`config.mk`:
```
export PLATFORM = sky130hd
export DESIGN_NAME = ebd_filter
export DESIGN_NICKNAME = d
export VERILOG_FILES = /design/src/sv/ebd_pkg.sv /design/src/sv/ebd_filter.sv
export SDC_FILE = /design/constraint.sdc
export NUM_CORES = 1
export LEC_CHECK = 0
export ABC_AREA = 1
export BUFFER_PORTS_ARGS = -buffer_cell sky130_fd_sc_hd__buf_2
export CAP_MARGIN = 20
export CORE_MARGIN = 3
export CORE_UTILIZATION = 60
export CTS_CLUSTER_SIZE = 24
export DETAILED_ROUTE_END_ITERATION = 6
export GPL_TIMING_DRIVEN = 1
export PLACE_DENSITY = 0.92
export SLEW_MARGIN = 20
export SYNTH_ARGS = -nofsm -noshare
export SYNTH_HDL_FRONTEND = slang
export SYNTH_SLANG_ARGS = --single-unit
```
`constraint.sdc`:
```
create_clock -name clk -period 15.05 [get_ports clk]
set_input_delay 1.505 -clock clk [delete_from_list [all_inputs] [get_ports clk]]
set_output_delay 1.505 -clock clk [all_outputs]
set_load 0.01 [all_outputs]
```
`src/sv/ebd_pkg.sv`:
```
package ebd_pkg;

  localparam int MAX_LINE_WORDS = 2048;
  localparam int COL_W = $clog2(MAX_LINE_WORDS);
  localparam int ROW_LIMIT = 2048;
  localparam int ROW_W = $clog2(ROW_LIMIT);
  localparam int WORD_W = 16;
  localparam int BYTE_W = 8;
  localparam int CFG_W = 12;
  localparam int THR_W = 16;
  localparam int CFG_IDX_W = 2;
  localparam int CFG_DATA_W = 16;
  localparam int CMP_W = (COL_W + 1 > CFG_W) ? COL_W + 1 : CFG_W;
  localparam int HCMP_W = (ROW_W + 1 > CFG_W) ? ROW_W + 1 : CFG_W;

  localparam logic [CFG_IDX_W-1:0] CFG_LINE_WIDTH   = 2'd0;
  localparam logic [CFG_IDX_W-1:0] CFG_FRAME_HEIGHT = 2'd1;
  localparam logic [CFG_IDX_W-1:0] CFG_EDGE_WEIGHT  = 2'd2;
  localparam logic [CFG_IDX_W-1:0] CFG_THRESHOLD    = 2'd3;

  localparam logic [CFG_W-1:0] RST_LINE_WIDTH   = 12'd720;
  localparam logic [CFG_W-1:0] RST_FRAME_HEIGHT = 12'd576;
  localparam logic [CFG_W-1:0] RST_EDGE_WEIGHT  = 12'd625;
  localparam logic [THR_W-1:0] RST_THRESHOLD    = 16'd73;

  localparam int SQ_SHIFT = 12;

  localparam logic OP_PIXEL = 1'b0;
  localparam logic OP_FLUSH = 1'b1;

  typedef struct packed {
    logic emit;
    logic filter;
    logic frame_end;
    logic store;
  } ebd_ctl_t;

endpackage

```
`src/sv/ebd_filter.sv`:
```
module ebd_filter (
  input  logic                        clk,
  input  logic                        load,
  input  logic [ebd_pkg::WORD_W-1:0]  above,
  input  logic [ebd_pkg::WORD_W-1:0]  centre,
  input  logic [ebd_pkg::WORD_W-1:0]  below,
  input  logic [ebd_pkg::CFG_W-1:0]   weight,
  input  logic [ebd_pkg::THR_W-1:0]   threshold,
  output logic                        interp,
  output logic [ebd_pkg::WORD_W-1:0]  result
);
  import ebd_pkg::*;

  logic signed [7:0]  ae;
  logic signed [7:0]  be;
  logic signed [7:0]  d;
  logic signed [15:0] prod;
  logic signed [15:0] dsq;
  logic [BYTE_W-1:0]  avg_lo;
  logic [BYTE_W-1:0]  avg_hi;

  logic signed [15:0]    prod_r;
  logic [1:0]            q_r;
  logic [WORD_W-1:0]     avg_r;
  logic [WORD_W-1:0]     centre_r;

  logic [CFG_W+1:0]      wq;
  logic signed [16:0]    metric;
  logic signed [16:0]    thr_ext;

  assign ae = $signed({1'b0, above[7:1]}) - $signed({1'b0, centre[7:1]});
  assign be = $signed({1'b0, below[7:1]}) - $signed({1'b0, centre[7:1]});
  assign d  = $signed({1'b0, above[7:1]}) - $signed({1'b0, below[7:1]});
  assign prod = 16'(ae) * 16'(be);
  assign dsq  = 16'(d) * 16'(d);

  assign avg_lo = {1'b0, above[7:1]} + {1'b0, below[7:1]};
  assign avg_hi = {1'b0, above[15:9]} + {1'b0, below[15:9]};

  always_ff @(posedge clk) begin
    if (load) begin
      prod_r   <= prod;
      q_r      <= dsq[SQ_SHIFT+1:SQ_SHIFT];
      avg_r    <= {avg_hi, avg_lo};
      centre_r <= centre;
    end
  end

  assign wq      = (CFG_W+2)'(weight) * (CFG_W+2)'(q_r);
  assign metric  = $signed({prod_r[15], prod_r}) - $signed({1'b0, {(16-CFG_W-2){1'b0}}, wq});
  assign thr_ext = $signed({threshold[THR_W-1], threshold});
  assign interp  = metric > thr_ext;
  assign result  = interp ? avg_r : centre_r;

endmodule

```
# Word level (Yosys, flattened, before mapping)
# Index checks and enable logic that the tools add are counted.
classes:
  mul: 3
  n_mux: 1
  n_lt_le_gt_ge: 1
  add_sub_neg: 6
op_table:
  columns: ["cell", "n"]
  rows:
  - ["subtractor 7 x 7 -> 8 bit", 3]
  - ["> comparator 17 x 16 -> 1 bit", 1]
  - ["subtractor 16 x 15 -> 17 bit", 1]
  - ["adder 7 x 7 -> 8 bit", 2]
  - ["multiplier 8 x 8 -> 16 bit", 1]
  - ["2-to-1 mux 16 bit", 1]
  - ["multiplier 12 x 2 -> 14 bit", 1]
  - ["multiplier 8 x 8 -> 14 bit", 1]
totals:
  elab_cells: 15
  ff_bits: 50
  in_bits: 78
  out_inout_bits: 17

# Depth between registers and ports, before layout
logic_depth:
  ltp_word: 4
  ltp_mapped: 35
  mapped_depth_nobuf: 33

# Worst setup path before layout
# No wires, ideal clock.
synth_timing:
  path_kind: "input to output"
  start: "input weight[0] (netlist bit)"
  end: "output result[5] (netlist bit)"
  path_slack_ns: 8.409
  t_arrival_ns: 5.136
  stages: 29
  cell_sequence: "nand2_1 > inv_1 > ha_1 > inv_1 > fa_1 > o21ai_1 > nand2_1 > nand2_1 > nand2_1 > nand2_1 > nand2_1 > nand3_1 > nand2_1 > ha_1 > a21oi_1 > a21boi_0 > nand3_1 > nand2_1 > nand2_1 > o21ai_0 > ha_1 > a21oi_1 > o21ai_1 > a21oi_2 > nand3_2 > nand2_4 > buf_2 > nand3_1 > nand2_1"
synth_via:
  elab_chain_cells: 4
synth_rtl:
  columns: ["item", "line_no", "rtl"]
  rows:
  - ["start: declaration", "ebd_filter.sv:7", "input logic [ebd_pkg::CFG_W-1:0] weight,"]
  - ["multiplier 12 x 2 -> 14 bit", "ebd_filter.sv:49", "assign wq = (CFG_W+2)'(weight) * (CFG_W+2)'(q_r);"]
  - ["subtractor 16 x 15 -> 17 bit", "ebd_filter.sv:50", "assign metric = $signed({prod_r[15], prod_r}) - $signed({1'b0, {(16-CFG_W-2){1'b0}}, wq});"]
  - ["> comparator 17 x 16 -> 1 bit", "ebd_filter.sv:52", "assign interp = metric > thr_ext;"]
  - ["2-to-1 mux 16 bit", "ebd_filter.sv:53", "assign result = interp ? avg_r : centre_r;"]
  - ["end: declaration", "ebd_filter.sv:10", "output logic [ebd_pkg::WORD_W-1:0] result"]
# Every way passes these cells.

# Worst setup path in the final report
layout_timing:
  start: "input weight[0] (netlist bit)"
  end: "output result[0] (netlist bit)"
# The elaborated chain is that of the path after synthesis.

==> impl_metrics.env <==
export IMPL_synth_compound_area_share_pct=7.519
export IMPL_design_die_area_mm2=0.01741
export IMPL_port_buffer_count=90
export IMPL_post_cts_repair_setup_buffers=0
export IMPL_detail_route_vias_per_cell=5.286
export IMPL_cts_repair_resize_count=0
export IMPL_combinational_family_with_the_most_area_after_synthesis="adder cells"
export IMPL_area_sequential_mm2=0.001501
export IMPL_insertedDiodeCount=0
export IMPL_grt_use_total_pct=24.93
export IMPL_io_pin_count=95
export IMPL_place_congestion=0.9362
export IMPL_simple_gate_share_of_the_synthesized_area_pct=19.93
export IMPL_detailroute_via_count=7992
export IMPL_path_class="in2out"
export IMPL_avgRoutedWirePerCell_um=14.17
export IMPL_report_final_setup_viol=0
export IMPL_instances_no_fill=1512
export IMPL_die_height_um=132.0
export IMPL_outcome="complete, no violations"
export IMPL_yosys_warnings=0
export IMPL_finalCritPeriodShare_pct=50.87
export IMPL_synth_distinct_cells=46
export IMPL_cts_made_buffers=5
export IMPL_post_cts_hold_buffer_count=0
export IMPL_synth_avg_cell_area_um2=7.834
export IMPL_cts_sinks=50
export IMPL_min_period_ps=7656
export IMPL_cts_root_buf="clkbuf_16"
export IMPL_dr_pass1_iters=5
export IMPL_ys_seq_area_share_pct=15.77
export IMPL_grt_pass1_vias=8022
export IMPL_hp_start="centre[13]"
export IMPL_antenna_violating_nets_left=0
export IMPL_timing_slew_headroom_pct=52.11
export IMPL_ctsLongestPathBuffers=2
export IMPL_syn2layout_area_growth_pct=8.453
export IMPL_final_max_slew_violation_count=0
export IMPL_critical_path_most_common_cell="nand2_1"
export IMPL_multi_input_comb_area_mm2=0.006768
export IMPL_timing_worst_slew_pin_value_ps=715.9
export IMPL_crit_start="weight[0]"
export IMPL_floorplan_initialDensity_pct=61.92
export IMPL_num_rows=45
export IMPL_final_nets=1606
export IMPL_grt_remaining_overflow=0
export IMPL_critPathCaptureType="output pin"
export IMPL_clk_pin_slew_worst_paths_ps=70
export IMPL_dp_hpwl_mm=18.07
export IMPL_num_fill_cells=1187
export IMPL_antenna_found_initial=0
export IMPL_netlist_area_mm2=0.009518
export IMPL_yosys_cell_count_top_type="inv_1"
export IMPL_placed_cells=1503
export IMPL_synthCells=1215
export IMPL_rsz0062_at_grt="no"
export IMPL_setup_worst_path_start_class="primary input"
export IMPL_synthDominantAreaCellType="fa_1"
export IMPL_pin_count_of_the_biggest_net_entering_global_routing=51
export IMPL_yosys_most_used_dff="edfxtp_1"
export IMPL_crit_arrival_ps=6150
export IMPL_placeableCoreArea_mm2=0.01537
export IMPL_hold_violations_final=0
export IMPL_crit_path_max_incr_delay_ps=410
export IMPL_slowest_stage="fa_1"
export IMPL_postSynthNetCount=1521
export IMPL_finalWirelength_mm=21.43
export IMPL_yosys_mux_area_fraction_pct=0
export IMPL_postSynth_asyncResetShare_pct=0
export IMPL_tritoncts="built"
export IMPL_crit_required_ps=13550
export IMPL_synth_top_area_share_pct=20.82
export IMPL_first_iter_violations=542
export IMPL_finalSetupTns_ps=0
export IMPL_ys_ff_latch=50
export IMPL_max_clock_freq_mhz=130.6
export IMPL_synth_fa_ha_area_share_pct=37.78
export IMPL_synth_edff_count=50
export IMPL_htreeDepth=2
export IMPL_floorplan_die_width_um=132.0
export IMPL_synth_top_cells_by_area="fa_1 21%, ha_1 17%, edfxtp_1 16%"
export IMPL_synth_common_cells="303 x inv_1, 215 x nand2_1, 129 x ha_1"
export IMPL_worst_hold_margin_ps=1382
export IMPL_timing_critical_path_fanout_max=17
export IMPL_maximum_capacitance_violations=0
export IMPL_drcViolationCount=0
export IMPL_synth_xor_area_share_pct=5.876
export IMPL_worst_hold_path_type="in2reg"
export IMPL_first_pass_grt_wire_length_mm=36.11
export IMPL_final_layout_size_suffix_gt1_share_pct=11.30
registers in the layout, summed over array words and instances, names as in the netlist:
| signal | count |
|---|---|
| prod_r | 16 |
| q_r | 2 |
| centre_r | 16 |
| avg_r | 16 |
routing by layer:
| layer | vias up | routed length, um | global-route usage (%) |
|---|---|---|---|
| li1 | 3902 | - | - |
| met2 | 345 | 10320 | 43.47 |
| met1 | 3695 | 8733 | 31.93 |
| met4 | 0 | 542 | 7.060 |
| met3 | 50 | 1831 | 4.427 |
| met5 | - | 0 | 0 |
through the flow:
step / setup slack (ps) / util, % / area (um^2)
2_1_floorplan: 8409 / - / 9518
3_3_place_gp: 7466 / 66.07 / 10160
3_5_place_dp: 7418 / 66.07 / 10160
4_1_cts: 7393 / 67.02 / 10300
5_1_grt: 6830 / 67.16 / 10320
6_report: 7394 / 67.16 / 10320
cells in the final DEF, fill, tap and decap left out, drive strengths merged, types with 33 or more instances in the layout:
| cell | n |
|---|---|
| inv | 311 |
| nand2 | 240 |
| fa | 99 |
| edfxtp | 50 |
| a21oi | 64 |
| nor2 | 114 |
| ha | 129 |
| nand3 | 55 |
| xor2 | 45 |
| o21ai | 33 |
| buf | 91 |
final cells by class:
class	instances	area share (%)
Inverter	312	11.36
Multi-Input combinational cell	840	65.56
Timing Repair Buffer	91	4.558
Sequential cell	50	14.55
Tap cell	211	2.558
Clock buffer	5	1.212
Clock inverter	3	0.2061
critical path, delay by kind of cell:
kind	cells	cell delay, ps
fa+ha+maj	4	1190
simple gates	15	1800
compound gates	7	1280
buf+inv	4	350
cell families (layout without fill, tap and decap cells):
group	after synthesis	in the layout
AND/OR/NAND/NOR	428	428
buffers and inverters	325	411
AO/OA/AOI/OAI	124	124
flip-flops	50	50
adder cells (fa/ha/maj)	228	228
XOR/XNOR	60	60
worst paths after layout:
path	endpoint	slack [ps]	cells after the start
min	centre_r[13]	1380	1
max	result[0]	7390	30
Power is left out: the tool's default activity adds up to more than one toggle a clock period on the data nets, which glitch-free logic cannot reach.
